`src/design/accelerating_repeat_focus_selector_assert.svh`:
```
// assertion macros for the accelerating repeat focus selector
// no dependencies; included by arfs_step, which checks its own logic
`ifndef ACCELERATING_REPEAT_FOCUS_SELECTOR_ASSERT_SVH
`define ACCELERATING_REPEAT_FOCUS_SELECTOR_ASSERT_SVH

`ifndef SYNTH
// same-cycle implication
`define ARFS_ASSERT_NOW(label, clk, rst_n, ante, cons, msg) \
    label: assert property (@(posedge clk) disable iff (!rst_n) (ante) |-> (cons)) \
        else $error(msg);
// next-cycle implication
`define ARFS_ASSERT_NEXT(label, clk, rst_n, ante, cons, msg) \
    label: assert property (@(posedge clk) disable iff (!rst_n) (ante) |=> (cons)) \
        else $error(msg);
`else
`define ARFS_ASSERT_NOW(label, clk, rst_n, ante, cons, msg)
`define ARFS_ASSERT_NEXT(label, clk, rst_n, ante, cons, msg)
`endif

`endif

```
`src/design/arfs_pkg.sv`:
```
// shared types, constants and helpers for the accelerating repeat focus selector
// no dependencies
package arfs_pkg;

    localparam int MAX_ITEMS = 256;
    // largest usable list length
    localparam logic [8:0] COUNT_LIMIT = 9'((MAX_ITEMS < 256) ? MAX_ITEMS : 256);

    localparam int ADDR_W = 5;
    localparam int DATA_W = 32;

    localparam logic [8:0]  RST_ITEM_COUNT = 9'd1;
    localparam logic [7:0]  RST_DELAY0     = 8'd10;
    localparam logic [7:0]  RST_DELAY1     = 8'd5;
    localparam logic [7:0]  RST_DELAY2     = 8'd2;
    localparam logic [7:0]  RST_THRESH0    = 8'd2;
    localparam logic [7:0]  RST_THRESH1    = 8'd2;

    localparam logic [15:0] PRESS_MAX = 16'hFFFF;

    localparam logic [1:0] LEVEL_SLOW = 2'd0;
    localparam logic [1:0] LEVEL_MID  = 2'd1;
    localparam logic [1:0] LEVEL_FAST = 2'd2;

    typedef enum logic [2:0] {
        REG_ITEM_COUNT = 3'd0,
        REG_DELAY0     = 3'd1,
        REG_DELAY1     = 3'd2,
        REG_DELAY2     = 3'd3,
        REG_THRESH0    = 3'd4,
        REG_THRESH1    = 3'd5
    } t_reg_idx;

    typedef struct packed {
        logic [8:0] item_count;
        logic [7:0] delay0;
        logic [7:0] delay1;
        logic [7:0] delay2;
        logic [7:0] thresh0;
        logic [7:0] thresh1;
    } t_cfg;

    typedef struct packed {
        logic en;
        logic down;
        logic up;
    } t_step_req;

    typedef struct packed {
        logic [7:0] focus_index;
        logic       focus_changed;
    } t_step_rsp;

    // zero counts as one entry, too large is limited
    function automatic logic [8:0] eff_count(input logic [8:0] n);
        logic [8:0] r;
        r = n;
        if (r == 9'd0) r = 9'd1;
        if (r > COUNT_LIMIT) r = COUNT_LIMIT;
        return r;
    endfunction

endpackage

```
`src/design/arfs_cfg.sv`:
```
// configuration register file behind the apb-style port
// depends on arfs_pkg
module arfs_cfg (
    input  logic                          i_clk,
    input  logic                          i_rst_n,
    input  logic                          psel,
    input  logic                          penable,
    input  logic                          pwrite,
    input  logic [arfs_pkg::ADDR_W-1:0]   paddr,
    input  logic [arfs_pkg::DATA_W-1:0]   pwdata,
    output logic [arfs_pkg::DATA_W-1:0]   prdata,
    output logic                          pready,
    output arfs_pkg::t_cfg                o_cfg
);

    arfs_pkg::t_cfg   r_cfg;
    arfs_pkg::t_reg_idx w_idx;
    logic             w_wr;

    assign pready = 1'b1;
    assign w_idx  = arfs_pkg::t_reg_idx'(paddr[4:2]);
    assign w_wr   = psel && penable && pwrite;
    assign o_cfg  = r_cfg;

    always_ff @(posedge i_clk) begin
        if (!i_rst_n) begin
            r_cfg.item_count <= arfs_pkg::RST_ITEM_COUNT;
            r_cfg.delay0     <= arfs_pkg::RST_DELAY0;
            r_cfg.delay1     <= arfs_pkg::RST_DELAY1;
            r_cfg.delay2     <= arfs_pkg::RST_DELAY2;
            r_cfg.thresh0    <= arfs_pkg::RST_THRESH0;
            r_cfg.thresh1    <= arfs_pkg::RST_THRESH1;
        end else if (w_wr) begin
            case (w_idx)
                arfs_pkg::REG_ITEM_COUNT: r_cfg.item_count <= pwdata[8:0];
                arfs_pkg::REG_DELAY0:     r_cfg.delay0     <= pwdata[7:0];
                arfs_pkg::REG_DELAY1:     r_cfg.delay1     <= pwdata[7:0];
                arfs_pkg::REG_DELAY2:     r_cfg.delay2     <= pwdata[7:0];
                arfs_pkg::REG_THRESH0:    r_cfg.thresh0    <= pwdata[7:0];
                arfs_pkg::REG_THRESH1:    r_cfg.thresh1    <= pwdata[7:0];
                default: ;
            endcase
        end
    end

    always_comb begin
        prdata = '0;
        case (w_idx)
            arfs_pkg::REG_ITEM_COUNT: prdata[8:0] = r_cfg.item_count;
            arfs_pkg::REG_DELAY0:     prdata[7:0] = r_cfg.delay0;
            arfs_pkg::REG_DELAY1:     prdata[7:0] = r_cfg.delay1;
            arfs_pkg::REG_DELAY2:     prdata[7:0] = r_cfg.delay2;
            arfs_pkg::REG_THRESH0:    prdata[7:0] = r_cfg.thresh0;
            arfs_pkg::REG_THRESH1:    prdata[7:0] = r_cfg.thresh1;
            default:                  prdata = '0;
        endcase
    end

endmodule

```
`src/design/arfs_step.sv`:
```
// repeat state (focus, press counts, speed level, wait counter) and its per-beat update
// depends on arfs_pkg and accelerating_repeat_focus_selector_assert.svh
`include "accelerating_repeat_focus_selector_assert.svh"

module arfs_step (
    input  logic                i_clk,
    input  logic                i_rst_n,
    input  arfs_pkg::t_cfg      i_cfg,
    input  arfs_pkg::t_step_req i_req,
    output arfs_pkg::t_step_rsp o_rsp
);

    logic [7:0]  r_pos,   n_pos;
    logic [15:0] r_down,  n_down;
    logic [15:0] r_up,    n_up;
    logic [1:0]  r_level, n_level;
    logic [7:0]  r_wait,  n_wait;

    logic [8:0]  w_count;
    logic [7:0]  w_delay;
    logic [15:0] w_mine;
    logic [15:0] w_mine_inc;
    logic [1:0]  w_lvl;
    logic [7:0]  w_thresh;
    logic        w_fire;
    logic        w_held;

    assign w_count = arfs_pkg::eff_count(i_cfg.item_count);
    assign w_held  = i_req.down || i_req.up;
    // down wins over up
    assign w_mine  = i_req.down ? r_down : r_up;

    always_comb begin
        case (r_level)
            arfs_pkg::LEVEL_SLOW: w_delay = i_cfg.delay0;
            arfs_pkg::LEVEL_MID:  w_delay = i_cfg.delay1;
            default:              w_delay = i_cfg.delay2;
        endcase
    end

    assign w_fire     = (w_mine == 16'd0) || (r_wait == w_delay);
    assign w_mine_inc = (w_mine < arfs_pkg::PRESS_MAX) ? w_mine + 16'd1 : w_mine;
    // a fresh press restarts at the slow level
    assign w_lvl      = (w_mine == 16'd0) ? arfs_pkg::LEVEL_SLOW : r_level;
    assign w_thresh   = (w_lvl == arfs_pkg::LEVEL_SLOW) ? i_cfg.thresh0 : i_cfg.thresh1;

    always_comb begin
        n_pos   = r_pos;
        n_down  = r_down;
        n_up    = r_up;
        n_level = r_level;
        n_wait  = r_wait;
        if (i_req.en) begin
            if (!w_held) begin
                n_down  = '0;
                n_up    = '0;
                n_level = arfs_pkg::LEVEL_SLOW;
                n_wait  = '0;
            end else if (w_fire) begin
                n_wait = '0;
                if (w_lvl < arfs_pkg::LEVEL_FAST && w_mine_inc == {8'd0, w_thresh})
                    n_level = w_lvl + 2'd1;
                else
                    n_level = w_lvl;
                if (i_req.down) begin
                    n_down = w_mine_inc;
                    n_up   = '0;
                    if (({1'b0, r_pos} + 9'd1) < w_count) n_pos = r_pos + 8'd1;
                    else                                  n_pos = '0;
                end else begin
                    n_up   = w_mine_inc;
                    n_down = '0;
                    if (r_pos != 8'd0) n_pos = r_pos - 8'd1;
                    else               n_pos = 8'(w_count - 9'd1);
                end
            end else begin
                n_wait = r_wait + 8'd1;
            end
        end
    end

    always_ff @(posedge i_clk) begin
        if (!i_rst_n) begin
            r_pos   <= '0;
            r_down  <= '0;
            r_up    <= '0;
            r_level <= arfs_pkg::LEVEL_SLOW;
            r_wait  <= '0;
        end else begin
            r_pos   <= n_pos;
            r_down  <= n_down;
            r_up    <= n_up;
            r_level <= n_level;
            r_wait  <= n_wait;
        end
    end

    assign o_rsp.focus_index   = n_pos;
    assign o_rsp.focus_changed = (n_pos != r_pos);

    `ARFS_ASSERT_NOW(a_one_dir_counting, i_clk, i_rst_n, 1'b1, (r_down == 16'd0) || (r_up == 16'd0), "both press counters nonzero")
    `ARFS_ASSERT_NOW(a_level_range, i_clk, i_rst_n, 1'b1, r_level != 2'd3, "speed level out of range")
    `ARFS_ASSERT_NEXT(a_release_clears, i_clk, i_rst_n, i_req.en && !i_req.down && !i_req.up, (r_down == 16'd0) && (r_up == 16'd0) && (r_wait == 8'd0) && (r_level == arfs_pkg::LEVEL_SLOW), "release did not clear repeat state")
    `ARFS_ASSERT_NEXT(a_first_press_moves, i_clk, i_rst_n, i_req.en && i_req.down && (r_down == 16'd0), (r_down == 16'd1) && (r_wait == 8'd0), "first down beat did not count")

endmodule

```
`src/design/accelerating_repeat_focus_selector.sv`:
```
// top level: input register, repeat logic, result register and configuration port
// depends on arfs_pkg, arfs_cfg and arfs_step
//
//  channel  direction  handshake          payload
//  in       to block   i_valid / o_stall  i_down_held, i_up_held
//  out      from block o_valid / i_stall  o_focus_index, o_focus_changed
//  cfg      to block   psel/penable/pwrite paddr, pwdata, prdata
//
// one beat per cycle sustained while the output is not stalled; an accepted beat passes through
// the input register at the accepting edge, then the repeat state update into the result register
// while the output is stalled the result is held and the beat waits in the input register
// reset is synchronous active low and clears valid flags and repeat state to zero and config registers to defaults
// a held result does not block intake while the input register is free

module accelerating_repeat_focus_selector (
    input  logic                        i_clk,
    input  logic                        i_rst_n,
    input  logic                        i_valid,
    output logic                        o_stall,
    input  logic                        i_down_held,
    input  logic                        i_up_held,
    output logic                        o_valid,
    input  logic                        i_stall,
    output logic [7:0]                  o_focus_index,
    output logic                        o_focus_changed,
    input  logic                        psel,
    input  logic                        penable,
    input  logic                        pwrite,
    input  logic [arfs_pkg::ADDR_W-1:0] paddr,
    input  logic [arfs_pkg::DATA_W-1:0] pwdata,
    output logic [arfs_pkg::DATA_W-1:0] prdata,
    output logic                        pready
);

    arfs_pkg::t_cfg      w_cfg;
    arfs_pkg::t_step_req w_req;
    arfs_pkg::t_step_rsp w_rsp;

    logic       r_in_vld;
    logic       r_in_down;
    logic       r_in_up;
    logic       r_out_vld;
    logic [7:0] r_out_index;
    logic       r_out_changed;
    logic       w_out_free;
    logic       w_in_take;

    assign w_out_free = !r_out_vld || !i_stall;
    assign w_in_take  = !r_in_vld || w_out_free;
    assign o_stall    = !w_in_take;

    assign w_req.en   = r_in_vld && w_out_free;
    assign w_req.down = r_in_down;
    assign w_req.up   = r_in_up;

    arfs_cfg u_cfg (
        .i_clk   (i_clk),
        .i_rst_n (i_rst_n),
        .psel    (psel),
        .penable (penable),
        .pwrite  (pwrite),
        .paddr   (paddr),
        .pwdata  (pwdata),
        .prdata  (prdata),
        .pready  (pready),
        .o_cfg   (w_cfg)
    );

    arfs_step u_step (
        .i_clk   (i_clk),
        .i_rst_n (i_rst_n),
        .i_cfg   (w_cfg),
        .i_req   (w_req),
        .o_rsp   (w_rsp)
    );

    always_ff @(posedge i_clk) begin
        if (!i_rst_n) begin
            r_in_vld  <= 1'b0;
            r_out_vld <= 1'b0;
        end else begin
            if (w_in_take) r_in_vld <= i_valid;
            if (w_out_free) r_out_vld <= r_in_vld;
        end
    end

    always_ff @(posedge i_clk) begin
        if (w_in_take && i_valid) begin
            r_in_down <= i_down_held;
            r_in_up   <= i_up_held;
        end
        if (w_req.en) begin
            r_out_index   <= w_rsp.focus_index;
            r_out_changed <= w_rsp.focus_changed;
        end
    end

    assign o_valid         = r_out_vld;
    assign o_focus_index   = r_out_index;
    assign o_focus_changed = r_out_changed;

endmodule

```
`config.mk`:
```
export PLATFORM = sky130hd
export DESIGN_NAME = accelerating_repeat_focus_selector
export DESIGN_NICKNAME = d
export VERILOG_FILES = /design/src/design/arfs_pkg.sv /design/src/design/arfs_cfg.sv /design/src/design/arfs_step.sv /design/src/design/accelerating_repeat_focus_selector.sv
export VERILOG_INCLUDE_DIRS = /design/src /design/src/design
export SDC_FILE = /design/constraint.sdc
export NUM_CORES = 1
export LEC_CHECK = 0
export ABC_AREA = 1
export BUFFER_PORTS_ARGS = -buffer_cell sky130_fd_sc_hd__buf_2
export CAP_MARGIN = 20
export CORE_ASPECT_RATIO = 1.4
export CORE_MARGIN = 2
export CORE_UTILIZATION = 55
export CTS_CLUSTER_DIAMETER = 150
export DETAILED_ROUTE_END_ITERATION = 6
export PLACE_DENSITY_LB_ADDON = 0.05
export SETUP_SLACK_MARGIN = 0.02
export SYNTH_ARGS = -nofsm -noshare
export SYNTH_HDL_FRONTEND = slang
export SYNTH_SLANG_ARGS = --single-unit
```
`constraint.sdc`:
```
create_clock -name i_clk -period 5.2 [get_ports i_clk]
set_input_delay 0.26 -clock i_clk [delete_from_list [all_inputs] [get_ports i_clk]]
set_output_delay 0.26 -clock i_clk [all_outputs]
set_load 0.005 [all_outputs]
```
==> results.md <==
- Post-CTS setup buffers: 0
- Number of enable-type register cells in the synthesized netlist: 11
- Worst reg2reg path endpoint: u_step.r_level[0]
- Maximum number of buffers from clock root to sink: 2
- WS Path Type: register to register
- Remaining design rule violation count: 0
- Gr ovfl total: 0
- Depth of the worst register-to-register path: 22
- Final std cell area, no fill: 0.007442 mm^2
- Post-route antenna net violation count: 0
- Number of cells on the worst hold path: 1
- Worst Clk Skew: 0.01264 ns
- Initial Utilization: 56.69%
- Yosys warnings: 0
- Pwr dens: about 230 mW/mm^2
- Number of global-route vias before repair: about 6200
- Number of clock buffers inserted by TritonCTS: 9
- Worst hold start: i_down_held
- Routed wire length per instance: around 15 um
- Wire length of the first global-routing pass: between 30 and 40 mm
- Total cell area at the placement stage: about 0.007 mm^2
- Initial detailed-routing violation count: around 400
- Highest ir drop seen on vdd: 151.5 uV
- Placer congestion estimate: 0.9374
- Finish-stage setup viols: 0
- Startpoint types: register
- Final core utilization: roughly three fifths
- Area growth from synthesis to layout: 6.101%
- Critical path required time: approximately 5.5 ns
- Number of hold violations in the final report: 0
- DR pass1 iterations: 5
- Core area: 0.01237 mm^2
- Sum of negative setup slack: 0 ns
- Number of antenna violations at the first check in global routing: 0
- Critical path capture point type: register
- Detail Placement HPWL: roughly 14 mm
- WL final: 18.67 mm
- # nets final: 1151
- Die span in x: 99.45 um
- H-Tree Depth: 3
- Average instance area after synthesis: approximately 6.6 um^2
- Slew Limit Headroom: about a quarter
- Clock root cell: clkbuf_16
- Maximum clock rate: around 0.28 GHz
- Post-CTS sizing: 0
- Endpoint of the worst hold path: r_in_down
- #FFs+latches synth: around 110
- Count of buffers from port buffering: 40
- Signal arrival time at the worst endpoint: between 3 and 4 ns
- Pin count of the biggest net entering global routing: 68
- Launch instance of the worst register-to-register path: r_in_down
- Number of cells produced by synthesis: around 1100
- Diode insertion count for antenna repair: 0
- Worst Hold Class: input port to register
- Number of distinct library cells after synthesis: 43
- Post-synthesis instance area: between 0.007 and 0.008 mm^2
- P_leak: around 3.4 nW
- Ratio of routed vias to standard cells: between 5 and 6
- Register area share after synthesis: between 30% and 40%
- # hold bufs at CTS: 0
- Largest fanout on the critical path: slightly above 40
- Register clock-pin slew on the reported worst setup and hold paths: approximately 0.070 ns
- Final period demand of the worst path: ~3.5 ns
- Number of placement rows: between 40 and 50
- Global Route Usage Sum: approximately 28%
- Primary flip-flop cell chosen by synthesis mapping: dfxtp_1
- Max-capacitance violation count: 0
- Worst Max-Slew Pin Slew: ~1.1 ns
- Clock latency on the worst-skew pair: roughly 0.36 ns
- Clk sinks: 112
- Layout cell share with drive strength beyond 1: under 10%
- Register-to-register setup slack: about 1.7 ns
- Boundary Pins: 90
- Die area: ~0.014 mm^2
- Share of the clock period used by the worst path after layout: between 60% and 70%
- TritonCTS clock tree: done
- Share of async-settable or async-resettable flops after synthesis: 0%
- Pins Over Slew Limit: 0
- Run status: finished, final reports clean
- Die span in y: between 100 and 150 um
- Routed via count: 6813
- RSZ-0062 raised after global routing: false
## layout make-up
type                    count  area (um^2)
clock buffers              10        229.0
clock inverters             6        51.30
fillers                  1258         4930
inverters                 123        461.7
multi-input cells         799         3923
flip-flops and latches    112         2352
well taps                 150        187.7
repair buffers             45        237.7
## cell families (layout without fill, tap and decap cells)
kind of cell	after synthesis	count (layout)	synth area share, %
adder cells (fa/ha/maj)	15	15	2.676
flip-flops	112	112	33.54
AND/OR/NAND/NOR	570	570	35.41
buffers and inverters	177	184	11.72
AO/OA/AOI/OAI	176	176	14.81
other	2	24	0.1071
XOR/XNOR	14	14	1.748
## layout by cell type (no fill, tap or decap), types with 3 or more instances in the layout
cell	instances
buf_4	4
nand4_1	26
nor2_2	6
dfxtp_1	101
o22ai_1	25
nor2_1	129
a32o_1	3
nand2_2	5
conb_1	24
a22oi_1	6
nand2_1	264
clkbuf_16	9
nand2_4	3
inv_2	4
o21ai_1	19
edfxtp_1	11
nor3_1	14
inv_6	3
nand3_1	106
inv_1	117
o21ai_2	8
nand3b_1	7
ha_1	15
buf_2	40
a21oi_1	41
a221oi_1	3
xor2_1	13
o21ai_0	65
## registers in the layout (all words and copies together), names as in the netlist
| register | cells |
|---|---|
| o_focus_changed | 1 |
| o_focus_index | 8 |
| o_valid | 1 |
| r_in_down | 1 |
| r_in_up | 1 |
| r_in_vld | 1 |
| u_cfg.o_cfg | 49 |
| u_step.r_down | 16 |
| u_step.r_level | 2 |
| u_step.r_pos | 8 |
| u_step.r_up | 16 |
| u_step.r_wait | 8 |
## routing by layer
layer,GRT usage (%),part of all wire [%]
met1,33.34,42
met3,3.399,3.9
met2,50.71,52
met5,0,0
met4,7.991,2.0
## stage by stage
stage / hold WS (ns) / instances / power, W / setup slack, ns
2_1_floorplan: 0.3589 / 1088 / 0.001040 / 2.315
3_3_place_gp: 0.4394 / 1228 / 0.001075 / 1.767
3_5_place_dp: 0.4411 / 1228 / 0.001076 / 1.706
4_1_cts: 0.07150 / 1244 / 0.001746 / 1.658
5_1_grt: 0.07876 / 1245 / 0.001799 / 1.177
6_report: 0.07958 / 1245 / 0.001736 / 1.654
## synth_stat cells, types with 2 or more instances
library cell  number  area share [%]
a21oi_1           41             2.9
a21oi_4            2            0.46
a221oi_1           3            0.37
a22oi_1            6            0.64
a32o_1             3            0.43
buf_2              5            0.36
buf_4             26             2.8
buf_6              5            0.80
clkbuf_1          17            0.91
clkinv_1           2            0.11
conb_1             2            0.11
dfxtp_1          101              29
edfxtp_1          11             4.7
ha_1              15             2.7
inv_1            117             6.3
inv_2              4            0.21
nand2_1          264              14
nand2_2            5            0.45
nand2_4            3            0.48
nand3_1          106             7.6
nand3b_1           7            0.75
nand3b_2           2            0.32
nand4_1           26             2.3
nor2_1           129             6.9
nor2_2             6            0.54
nor3_1            14             1.0
nor4_1             2            0.18
o21ai_0           65             4.6
o21ai_1           19             1.4
o21ai_2            8             1.0
o21ai_4            2            0.46
o22ai_1           25             2.2
xor2_1            13             1.6
## report_power, final
group / leakage [nW] / switching [W] / total (W) / internal (W)
Sequential: 0.922 / 0.00000746 / 0.000889 / 0.000882
Combinational: 2.33 / 0.000120 / 0.000169 / 0.0000490
Clock: 0.140 / 0.000342 / 0.000677 / 0.000335
Total: 3.40 / 0.000470 / 0.00174 / 0.00127
## critical path, stage by stage, from the launching register on
cell and delay, ns:
edfxtp_1 0.33, buf_4 0.43, nand2_1 0.11, o21ai_1 0.23
ha_1 0.21, inv_1 0.05, nor2_1 0.10, nand3_1 0.07
nor2_1 0.11, nand2_1 0.09, nand2_1 0.14, ha_1 0.52
nand2_1 0.10, o21ai_0 0.17, nand3b_2 0.20, nand2_1 0.06
nor2_1 0.10, nand2_1 0.07, nor2_2 0.10, nand3_1 0.08
nand2_1 0.06, nand3_1 0.07, nand2_1 0.06
## how the worst max path moves through the flow
stage	start	end	slack, ns
2_1_floorplan	r_in_down	u_step.r_level[0]	2.32
3_3_place_gp	r_in_down	u_step.r_level[0]	1.77
3_5_place_dp	r_in_down	u_step.r_level[0]	1.71
4_1_cts	r_in_down	u_step.r_level[0]	1.66
5_1_grt	r_in_down	u_step.r_level[1]	1.18
6_report	r_in_down	u_step.r_level[0]	1.65
Note: power is estimated with default switching activity, not from simulation.
